### src/error_code_queue_repeat_reporter_defines.svh
// Assertion macros shared by the error code queue modules.
// Each macro expects clk and rst_n to exist in the module that uses it.
`ifndef ERROR_CODE_QUEUE_REPEAT_REPORTER_DEFINES_SVH
`define ERROR_CODE_QUEUE_REPEAT_REPORTER_DEFINES_SVH

// Same-cycle implication, checked outside reset.
`define ECQ_ASSERT_IMP(name, ante, cons) \
    name: assert property (@(posedge clk) disable iff (!rst_n) (ante) |-> (cons)) \
        else $error("assertion failed: ante |-> cons");

// Next-cycle implication, checked outside reset.
`define ECQ_ASSERT_NEXT(name, ante, cons) \
    name: assert property (@(posedge clk) disable iff (!rst_n) (ante) |=> (cons)) \
        else $error("assertion failed: ante |=> cons");

`endif

### src/ecqrr_pkg.sv
package ecqrr_pkg;

    localparam int CODE_W   = 32;
    localparam int REPEAT_W = 8;

    localparam logic [REPEAT_W-1:0] REPEAT_RESET = 8'd5;

    // Values of the mode field.
    localparam logic MODE_POST  = 1'b0;
    localparam logic MODE_FETCH = 1'b1;

    typedef struct packed {
        logic              mode;
        logic [CODE_W-1:0] code;
    } in_item_t;

    typedef struct packed {
        logic [CODE_W-1:0] error_code;
        logic              accepted;
    } out_item_t;

    typedef enum logic {
        S_IDLE,
        S_POP
    } state_t;

    // Commands from the controller to the datapath.
    typedef struct packed {
        logic post;        // load a post result
        logic push;        // write the code into the queue
        logic repeat_send; // report the current code again
        logic clear;       // queue empty on fetch: drop the current code
        logic pop_load;    // take the popped code as the current code
    } cmd_t;

    // Status from the datapath to the controller.
    typedef struct packed {
        logic full;
        logic empty;
        logic code_nz;
        logic repeat_ok;
    } status_t;

endpackage

### src/error_code_queue_repeat_reporter.sv
// Channel   Direction  Handshake               Payload
// in        input      in_valid / in_ready     in_data  (mode, code)
// out       output     out_valid / out_ready   out_data (error_code, accepted)
// cfg       input      cfg_we                  cfg_data (repeat_count)
//
// A post, a repeated fetch and a fetch on an empty queue are answered in the cycle
// after the input transaction; a fetch that pops the queue first passes through the
// S_POP state, because the queue memory has a registered read port.
// One input transaction is in flight at a time, and a new one is taken in the
// same cycle that the previous result is handed off.
// Reset is asynchronous and active low; it empties the queue and sets
// repeat_count to 5. A stalled output holds its result and blocks new input.
module error_code_queue_repeat_reporter #(
    parameter int QUEUE_DEPTH = 5,
    parameter int CODE_BITS   = 32
) (
    input  logic                           clk,
    input  logic                           rst_n,
    input  logic                           in_valid,
    output logic                           in_ready,
    input  ecqrr_pkg::in_item_t            in_data,
    output logic                           out_valid,
    input  logic                           out_ready,
    output ecqrr_pkg::out_item_t           out_data,
    input  logic                           cfg_we,
    input  logic [ecqrr_pkg::REPEAT_W-1:0] cfg_data
);

    // Command and status buses between the controller and the datapath.
    ecqrr_pkg::cmd_t    cmd;
    ecqrr_pkg::status_t status;

    // The controller decides what each transaction does from the queue status
    // and sequences the pop through the S_POP state.
    ecqrr_ctrl u_ctrl (
        .clk       (clk),
        .rst_n     (rst_n),
        .in_valid  (in_valid),
        .in_ready  (in_ready),
        .mode      (in_data.mode),
        .out_valid (out_valid),
        .out_ready (out_ready),
        .status    (status),
        .cmd       (cmd)
    );

    // The datapath holds the code queue, the current code with its repeat
    // counter, the repeat_count register and the output register.
    ecqrr_datapath #(
        .QUEUE_DEPTH (QUEUE_DEPTH),
        .CODE_BITS   (CODE_BITS)
    ) u_datapath (
        .clk      (clk),
        .rst_n    (rst_n),
        .cfg_we   (cfg_we),
        .cfg_data (cfg_data),
        .code     (in_data.code),
        .cmd      (cmd),
        .status   (status),
        .out_data (out_data)
    );

endmodule

### src/ecqrr_ctrl.sv
`include "error_code_queue_repeat_reporter_defines.svh"

module ecqrr_ctrl (
    input  logic               clk,
    input  logic               rst_n,
    input  logic               in_valid,
    output logic               in_ready,
    input  logic               mode,
    output logic               out_valid,
    input  logic               out_ready,
    input  ecqrr_pkg::status_t status,
    output ecqrr_pkg::cmd_t    cmd
);

    ecqrr_pkg::state_t state_reg;
    ecqrr_pkg::state_t state_next;
    logic              out_valid_reg;
    logic              out_valid_next;
    logic              in_acc;
    logic              is_fetch;

    // A new transaction is taken only when the output register is free or is
    // being emptied in this cycle.
    assign in_ready  = (state_reg == ecqrr_pkg::S_IDLE) && (!out_valid_reg || out_ready);
    assign in_acc    = in_valid && in_ready;
    assign is_fetch  = (mode == ecqrr_pkg::MODE_FETCH);
    assign out_valid = out_valid_reg;

    always_comb
    begin
        state_next = state_reg;
        case (state_reg)
            ecqrr_pkg::S_IDLE:
            begin
                if (in_acc && is_fetch && !status.repeat_ok && !status.empty)
                begin
                    state_next = ecqrr_pkg::S_POP;
                end
            end
            ecqrr_pkg::S_POP:
            begin
                state_next = ecqrr_pkg::S_IDLE;
            end
            default:
            begin
                state_next = ecqrr_pkg::S_IDLE;
            end
        endcase
    end

    always_comb
    begin
        cmd.post        = in_acc && !is_fetch;
        cmd.push        = in_acc && !is_fetch && status.code_nz && !status.full;
        cmd.repeat_send = in_acc && is_fetch && status.repeat_ok;
        cmd.clear       = in_acc && is_fetch && !status.repeat_ok && status.empty;
        cmd.pop_load    = (state_reg == ecqrr_pkg::S_POP);
    end

    always_comb
    begin
        if (cmd.post || cmd.repeat_send || cmd.clear || cmd.pop_load)
        begin
            out_valid_next = 1'b1;
        end
        else if (out_ready)
        begin
            out_valid_next = 1'b0;
        end
        else
        begin
            out_valid_next = out_valid_reg;
        end
    end

    always_ff @(posedge clk or negedge rst_n)
    begin
        if (!rst_n)
        begin
            state_reg     <= ecqrr_pkg::S_IDLE;
            out_valid_reg <= 1'b0;
        end
        else
        begin
            state_reg     <= state_next;
            out_valid_reg <= out_valid_next;
        end
    end

    `ECQ_ASSERT_IMP(a_one_cmd, 1'b1, $onehot0({cmd.post, cmd.repeat_send, cmd.clear, cmd.pop_load}))
    `ECQ_ASSERT_IMP(a_pop_out_free, state_reg == ecqrr_pkg::S_POP, !out_valid_reg)
    `ECQ_ASSERT_NEXT(a_pop_result, state_reg == ecqrr_pkg::S_POP, out_valid_reg && state_reg == ecqrr_pkg::S_IDLE)

endmodule

### src/ecqrr_datapath.sv
`include "error_code_queue_repeat_reporter_defines.svh"

module ecqrr_datapath #(
    parameter int QUEUE_DEPTH = 5,
    parameter int CODE_BITS   = 32
) (
    input  logic                                 clk,
    input  logic                                 rst_n,
    input  logic                                 cfg_we,
    input  logic [ecqrr_pkg::REPEAT_W-1:0]       cfg_data,
    input  logic [ecqrr_pkg::CODE_W-1:0]         code,
    input  ecqrr_pkg::cmd_t                      cmd,
    output ecqrr_pkg::status_t                   status,
    output ecqrr_pkg::out_item_t                 out_data
);

    localparam int PTR_W = (QUEUE_DEPTH > 1) ? $clog2(QUEUE_DEPTH) : 1;
    localparam int CNT_W = $clog2(QUEUE_DEPTH + 1);

    logic [CODE_BITS-1:0]               mem [QUEUE_DEPTH];
    logic [CODE_BITS-1:0]               rd_data_reg;
    logic [CODE_BITS-1:0]               code_in;
    logic [PTR_W-1:0]                   wr_ptr_reg;
    logic [PTR_W-1:0]                   wr_ptr_next;
    logic [PTR_W-1:0]                   rd_ptr_reg;
    logic [PTR_W-1:0]                   rd_ptr_next;
    logic [CNT_W-1:0]                   fill_reg;
    logic [CNT_W-1:0]                   fill_next;
    logic [CODE_BITS-1:0]               current_reg;
    logic [CODE_BITS-1:0]               current_next;
    logic [ecqrr_pkg::REPEAT_W-1:0]     times_reg;
    logic [ecqrr_pkg::REPEAT_W-1:0]     times_next;
    logic                               sending_reg;
    logic                               sending_next;
    logic [ecqrr_pkg::REPEAT_W-1:0]     repeat_reg;
    ecqrr_pkg::out_item_t               out_data_reg;
    ecqrr_pkg::out_item_t               out_data_next;

    // Only the low CODE_BITS bits of a posted code are kept.
    assign code_in = CODE_BITS'(code);

    assign status.full      = (fill_reg == CNT_W'(QUEUE_DEPTH));
    assign status.empty     = (fill_reg == '0);
    assign status.code_nz   = (code_in != '0);
    assign status.repeat_ok = sending_reg && (times_reg < repeat_reg);

    assign out_data = out_data_reg;

    always_comb
    begin
        wr_ptr_next   = wr_ptr_reg;
        rd_ptr_next   = rd_ptr_reg;
        fill_next     = fill_reg;
        current_next  = current_reg;
        times_next    = times_reg;
        sending_next  = sending_reg;
        out_data_next = out_data_reg;

        if (cmd.post)
        begin
            out_data_next.error_code = '0;
            out_data_next.accepted   = cmd.push;
        end

        if (cmd.push)
        begin
            wr_ptr_next = (wr_ptr_reg == PTR_W'(QUEUE_DEPTH - 1)) ? '0 : wr_ptr_reg + 1'b1;
            fill_next   = fill_reg + 1'b1;
        end

        if (cmd.repeat_send)
        begin
            times_next               = times_reg + 1'b1;
            out_data_next.error_code = ecqrr_pkg::CODE_W'(current_reg);
            out_data_next.accepted   = 1'b0;
        end

        if (cmd.clear)
        begin
            current_next  = '0;
            times_next    = '0;
            sending_next  = 1'b0;
            out_data_next = '0;
        end

        // Stored codes are never zero, so a pop always starts a new run.
        if (cmd.pop_load)
        begin
            rd_ptr_next              = (rd_ptr_reg == PTR_W'(QUEUE_DEPTH - 1)) ? '0 : rd_ptr_reg + 1'b1;
            fill_next                = fill_reg - 1'b1;
            current_next             = rd_data_reg;
            times_next               = ecqrr_pkg::REPEAT_W'(1);
            sending_next             = 1'b1;
            out_data_next.error_code = ecqrr_pkg::CODE_W'(rd_data_reg);
            out_data_next.accepted   = 1'b0;
        end
    end

    always_ff @(posedge clk)
    begin
        if (cmd.push)
        begin
            mem[wr_ptr_reg] <= code_in;
        end
        rd_data_reg  <= mem[rd_ptr_reg];
        out_data_reg <= out_data_next;
    end

    always_ff @(posedge clk or negedge rst_n)
    begin
        if (!rst_n)
        begin
            wr_ptr_reg  <= '0;
            rd_ptr_reg  <= '0;
            fill_reg    <= '0;
            current_reg <= '0;
            times_reg   <= '0;
            sending_reg <= 1'b0;
            repeat_reg  <= ecqrr_pkg::REPEAT_RESET;
        end
        else
        begin
            wr_ptr_reg  <= wr_ptr_next;
            rd_ptr_reg  <= rd_ptr_next;
            fill_reg    <= fill_next;
            current_reg <= current_next;
            times_reg   <= times_next;
            sending_reg <= sending_next;
            if (cfg_we)
            begin
                repeat_reg <= cfg_data;
            end
        end
    end

    `ECQ_ASSERT_IMP(a_fill_bound, 1'b1, fill_reg <= CNT_W'(QUEUE_DEPTH))
    `ECQ_ASSERT_IMP(a_pop_not_empty, cmd.pop_load, fill_reg != '0)
    `ECQ_ASSERT_NEXT(a_pop_starts_run, cmd.pop_load, sending_reg && times_reg == ecqrr_pkg::REPEAT_W'(1))

endmodule

### config.mk
export PLATFORM = sky130hd
export DESIGN_NAME = error_code_queue_repeat_reporter
export DESIGN_NICKNAME = d
export VERILOG_FILES = /design/src/ecqrr_pkg.sv /design/src/error_code_queue_repeat_reporter.sv /design/src/ecqrr_ctrl.sv /design/src/ecqrr_datapath.sv
export VERILOG_INCLUDE_DIRS = /design/src /design/src/src
export SDC_FILE = /design/constraint.sdc
export NUM_CORES = 1
export LEC_CHECK = 0
export ABC_AREA = 0
export BUFFER_PORTS_ARGS = -buffer_cell sky130_fd_sc_hd__buf_2
export CAP_MARGIN = 20
export CORE_MARGIN = 3
export CORE_UTILIZATION = 28
export CTS_CLUSTER_DIAMETER = 120
export DETAILED_ROUTE_END_ITERATION = 7
export PLACE_DENSITY = 0.52
export SLEW_MARGIN = 20
export SYNTH_ARGS = -nofsm -noshare
export SYNTH_HDL_FRONTEND = slang
export SYNTH_SLANG_ARGS = --single-unit
### constraint.sdc
create_clock -name clk -period 8.75 [get_ports clk]
set_input_delay 0.875 -clock clk [delete_from_list [all_inputs] [get_ports clk]]
set_output_delay 0.875 -clock clk [all_outputs]
set_load 0.02 [all_outputs]
* After elaboration in Yosys (flattened, before gate mapping)
Memories as Yosys holds them, arrays and structs flattened. A register that Yosys moved wholly into a read port is not among the register bits.
Index checks and enable logic that the tools add are counted.
** Storage, ports and cells
- Register bits after elaboration :: 93
- RAM bits :: 160
- Input port bits :: 46
- Output and inout port bits :: 35
- Logic and storage cells :: 71
- Memories :: 1
** Operators by class
- Add/sub/neg operators :: 5
- $lt $le $gt $ge :: 1
- Equality and inequality tests :: 3
- Mux-type cells :: 21
- Bitwise gates (word level) :: 1
- Reduce and logical (&&, ||, !) cells :: 28
** Memories
- u_datapath.mem :: depth 5, width 32, read ports 1, clocked after memory_dff 1, write ports 1, line ecqrr_datapath.sv:20 : logic [CODE_BITS-1:0] mem [QUEUE_DEPTH];
** Operator list (number)
- $mux W33 :: 4
- $mux W32 :: 2
- $reduce_bool A32 Y1 :: 1
- $mux W8 :: 3
- $mux W3 :: 4
- $logic_and A1 B1 Y1 :: 11
- $add A3 B1 Y3 const B :: 3
- $eq A3 B3 Y1 const B :: 3
- $add A8 B1 Y8 const B :: 1
- $lt A8 B8 Y1 :: 1
- $mux W1 :: 7
- $reduce_bool A2 Y1 :: 3
- $logic_not A1 Y1 :: 5
- $logic_or A1 B1 Y1 :: 4
- $reduce_bool A4 Y1 :: 1
- $logic_not A3 Y1 :: 1
- $reduce_bool A3 Y1 :: 1
- $reduce_or A3 Y1 :: 1
- $sub A3 B1 Y3 const B :: 1
- $pmux W1 S2 :: 1
- $not A1 Y1 :: 1

* Depth between registers and ports, before layout
- Depth in word-level cells :: 11
- Depth in mapped cells :: 8
- Gate-level depth less buffers :: 7

* Modules after synthesis
Synthesis repeated with hierarchy kept, for this count alone.
** Unflattened totals
- Cell total of the unflattened synthesis :: 589
- Area total of the unflattened synthesis :: 10695.3 µm²
** By module, submodules not included
- ecqrr_datapath :: instances 1, cells each 573, area each 10542.6 µm², sequential area each 7880.1 µm²
- ecqrr_ctrl :: instances 1, cells each 16, area each 152.6 µm², sequential area each 50.0 µm²

* Least setup slack after synthesis
OpenSTA, ideal clock, no wires.
- Path kind :: input -> register
- Start point :: input port out_ready
- End point :: memory u_datapath.mem[4][0] (enable)
- Library setup time :: 0.513 ns
- Data arrival time :: 5.118 ns
- Required time :: 8.237 ns
- Setup slack :: 3.119 ns
- Stages :: 5
- Path buffers :: 1
- Cells stage by stage :: nor2b_1 nor4b_1 o221ai_1 clkbuf_1 nor4b_1
** Between the ends
- Cells in the longest elaborated chain, start to end :: 8
** Ends and longest elaborated chain
- start, declared :: line error_code_queue_repeat_reporter.sv:23 : input logic out_ready,
- $logic_or A1 B1 Y1 :: line ecqrr_ctrl.sv:24 : assign in_ready = (state_reg == ecqrr_pkg::S_IDLE) && (!out_valid_reg || out_ready);
- $logic_and A1 B1 Y1 :: line ecqrr_ctrl.sv:24
- $logic_and A1 B1 Y1 :: line ecqrr_ctrl.sv:25 : assign in_acc = in_valid && in_ready;
- $logic_and A1 B1 Y1 (3 in series) :: line ecqrr_ctrl.sv:54 : cmd.push = in_acc && !is_fetch && status.code_nz && !status.full;
- $mux W1 :: line ecqrr_datapath.sv:101 : if (cmd.push)
- $mux W1 (implied by the code) :: line ecqrr_datapath.sv:103 : mem[wr_ptr_reg] <= code_in;
- end, declared :: line ecqrr_datapath.sv:20
Every way passes these cells.

* Worst setup path in the final report
- Start point :: register u_datapath.repeat_reg[2] in the netlist's numbering
- End point :: register u_datapath.out_data_reg (netlist bit u_datapath.out_data[8]) (enable)
** Between the ends
- Cells in the longest elaborated chain, start to end :: 6
- Elaborated cells on any way between the ends :: 7
- Those cells by class :: order compare: 1; reduce/logical: 6
** Ends and longest elaborated chain
- start, declared :: line ecqrr_datapath.sv:35 : logic [ecqrr_pkg::REPEAT_W-1:0] repeat_reg;
- start signal, assigned :: line ecqrr_datapath.sv:119 : repeat_reg <= ecqrr_pkg::REPEAT_RESET;
- start signal, assigned :: line ecqrr_datapath.sv:131 : repeat_reg <= cfg_data;
- $lt A8 B8 Y1 * :: line ecqrr_datapath.sv:45 : assign status.repeat_ok = sending_reg && (times_reg < repeat_reg);
- $logic_and A1 B1 Y1 * :: line ecqrr_datapath.sv:45
- $logic_not A1 Y1 :: line ecqrr_ctrl.sv:56 : cmd.clear = in_acc && is_fetch && !status.repeat_ok && status.empty;
- $logic_and A1 B1 Y1 (2 in series) :: line ecqrr_ctrl.sv:56
- $reduce_bool A4 Y1 (no line) *
- end signal, assigned :: line ecqrr_datapath.sv:106 : out_data_reg <= out_data_next;
- end, declared :: line ecqrr_datapath.sv:36 : ecqrr_pkg::out_item_t out_data_reg;
Every way passes the cells marked *; elsewhere a longest branch is shown, timed or not.
A chain may end at the register's enable or synchronous reset.

==> flow_summary.ini <==
[cells_and_area]
layout.nets = 741
final.fill_count = 3494
multiInputGateArea_um2 = 2540
stdcell_area_um2 = 12700
largest_register_ff_count = 160
seqCellArea_um2 = 7930
flow.area_growth_from_synthesis_pct = 19.3
drive_above_1_share_pct = 30.9

[critical_path]
critical-path-slowest-cell = dfstp_2
reg2regPathDepth = 9
crit_path_max_incr_delay_ps = 510
rr_startpoint = u_datapath.repeat_reg[2]$_DFFE_PN1P_
worst_ep_arrival_time_ps = 3660
worst-endpoint-required_ps = 8960
timing.critical_path.cells = inv_1 -> ha_1 -> a211o_1 -> a31oi_2 -> o211ai_2 -> nor2_2 -> buf_4 -> or3_1 -> buf_4
critPathMostFrequentCell = buf_4
reg2reg_to = u_datapath.out_data[8]$_DFFE_PP_
critPathKind = reg -> reg
ff_to_ff_setup_slack_ps = 5300
worst-path-max-fanout = 35
critical_path.startpoint_type = register
worstSetupEndpointType = register

[synthesis]
library_cell_with_the_largest_summed_area_after_synthesis = edfxtp_1
dominantRegCellSynth = edfxtp_1
async_reset_ff_share_pct = 21.1
synth_enable_flop_cells = 192
syn_inst = 589
synth_largest_type_area_fraction_pct = 54.2
synthesized_netlist_net_count = 648
ys_warn_count = 0
synth.top_cells.by_count = edfxtp_1, a22o_1, dfrtp_1
postSynthAreaPerCell_um2 = 18.1
yosys_register_bits = 285
synth_area_um2 = 10600
synth.most_common_cell = edfxtp_1
synth-seq-area-share_pct = 74.6
synthDistinctLibCells = 46
synth_top_cells_by_area = edfxtp_1, dfrtp_1, mux4_2

[cts]
insertion_delay_ps = 540
cts_resized = 0
cts.path.max_buffers = 3
post_cts_repair_setup_buffers = 0
numCtsBuffers = 30
clock-sinks = 285
cts_hold_repair.buffers = 0
clockRootBuffer = clkbuf_16
cts_max_level = 1
clock_slew_at_the_register_clock_pins_of_the_worst_setup_and_hold_paths_ps = 60
cts_tree = yes

[sta]
finalCriticalPeriod_ps = 3450
skew_ps = 9.36
finalCritPeriodShare_pct = 39.4
final.setup.tns_ps = 0
fin_hold_ws_ps = 470
maxSlewHeadroom_pct = 42.0
finalHoldViolCount = 0
slew_violations = 0
transition_time_at_the_pin_with_the_least_slew_margin_ps = 858
setup_viol = 0
achievable-frequency_mhz = 290
rsz0062_at_grt = false

[worst_hold_path]
worstHoldPathCells = 1
hp-start = u_datapath.sending_reg$_DFFE_PN0P_
hold_path_class = reg -> reg
hold-path-endpoint = u_datapath.sending_reg$_DFFE_PN0P_

[place]
post-dp-hpwl_um = 13500
finalWeightedCongestion = 0.693
numPortBuffers = 80
placed_cell_area_um2 = 11700

[grt]
first_global_vias = 5718
global_route_usage_over_all_layers_pct = 10.9
largest_net_degree_at_the_start_of_global_routing = 77
wire_length_of_the_first_global_routing_pass_um = 34900
number_of_antenna_violations_at_the_first_check_in_global_routing = 6
overflow = 0

[detailed_routing]
detailroute.via_count = 5477
drt_iter0_drc = 411
drt-wirelength-per-cell_um = 18.4
detail_route.vias_per_cell = 4.52
drt_drc_violations_left = 0
antenna_left = 0
wirelength_um = 22300
tritonroute_pass_1_iters = 4

[power_and_ir_drop]
cellPowerDensity_nw_per_um2 = 324
vdd_ir_drop_max_uv = 117
lkg_pwr_uw = 0.00461

[floorplan]
die_wd_um = 201
placement_rows = 70
number_of_placed_i_o_pins = 81
die_h_um = 201
starting_utilization_of_the_core_area_pct = 28.7
core_um2 = 37000
die_area_um2 = 40400

[outcome]
outcome = finished clean

[flow_run]
drv_cap = 0
==> placed cells by master, fill, tap and decap left out, types with 3 or more instances in the layout <==
cell        instances
ha_1               12
nor4_1              8
clkinv_2            5
bufinv_16           4
buf_2              80
o31ai_1             6
clkinvlp_4          3
o21ai_0            16
dfrtp_1            56
a21o_1              4
clkinv_1            4
nand3_1             9
a21oi_1             7
dfxtp_1            33
mux4_2             32
or4_1               7
a22o_1             64
nand2_1            16
mux2_2             33
nand2b_1            3
clkbuf_1            5
nand4_1             3
inv_1              15
clkbuf_8            3
edfxtp_1          192
nor3_2              4
buf_4              13
clkbuf_16          31
==> where the power goes <==
part,switching (µW),internal [µW],total (µW)
combinational,503,408,911
sequential,150,1760,1910
clock,504,787,1290
==> logic make-up (layout without fill, tap and decap cells) <==
logic type      after synthesis  count (layout)  share of synthesized area (%)
xor+xnor                      2               2                          0.165
buf+inv                      47             164                           1.85
other cells                   0               1                              0
flops                       285             285                           74.6
compound gates              110             110                           8.08
mux                          65              65                           10.3
fa+ha+maj                    13              13                           1.60
simple gates                 67              67                           3.48
==> cell type report <==
cell class              instances  share of cell area (%)
inverters                      15                   0.444
repair buffers                 93                    3.92
clock inverters                17                    1.48
flip-flops and latches        285                    62.5
well taps                     504                    4.97
diodes                          1                  0.0197
multi-input cells             257                    20.1
clock buffers                  39                    6.59
==> critical path: cells and delay by family, from the launching register on <==
kind	cells	cell delay [ps]
AOI/OAI and AO/OA	3	760
adders and majority gates	1	310
buffers and inverters	3	860
DFF	1	510
and+or+nand+nor	2	640
==> through the flow <==
step,utilization [%],power [µW],cells,setup WS [ps]
finish,34.2,4110,1211,5300
global route,34.2,4340,1210,5100
CTS,34.2,4180,1210,5260
detailed placement,31.5,2860,1154,4990
global placement,31.5,2860,1154,4900
floorplan,-,2560,589,3120
==> worst max-delay path by stage <==
stage / start / end / slack, ps / depth (start not counted)
CTS: u_datapath.repeat_reg[2]$_DFFE_PN1P_ / u_datapath.out_data[9]$_DFFE_PP_ / 5260 / 9
global placement: in_data[32] / u_datapath.mem[2][12]$_DFFE_PP_ / 4900 / 6
floorplan: out_ready / u_datapath.mem[4][0]$_DFFE_PP_ / 3120 / 5
finish: u_datapath.repeat_reg[2]$_DFFE_PN1P_ / u_datapath.out_data[8]$_DFFE_PP_ / 5300 / 9
detailed placement: in_data[32] / u_datapath.mem[3][6]$_DFFE_PP_ / 4990 / 6
global route: u_datapath.repeat_reg[2]$_DFFE_PN1P_ / u_datapath.out_data[8]$_DFFE_PP_ / 5100 / 9
==> per-layer routing <==
layer | track usage, % | part of all wire [%] | vias up
met5 | 0 | 0.22 | -
met2 | 16.9 | 46 | 108
met1 | 15.4 | 47 | 2785
met4 | 2.84 | 1.8 | 8
met3 | 2.74 | 5.5 | 42
li1 | - | - | 2534
Note: power is estimated with default switching activity, not from simulation.
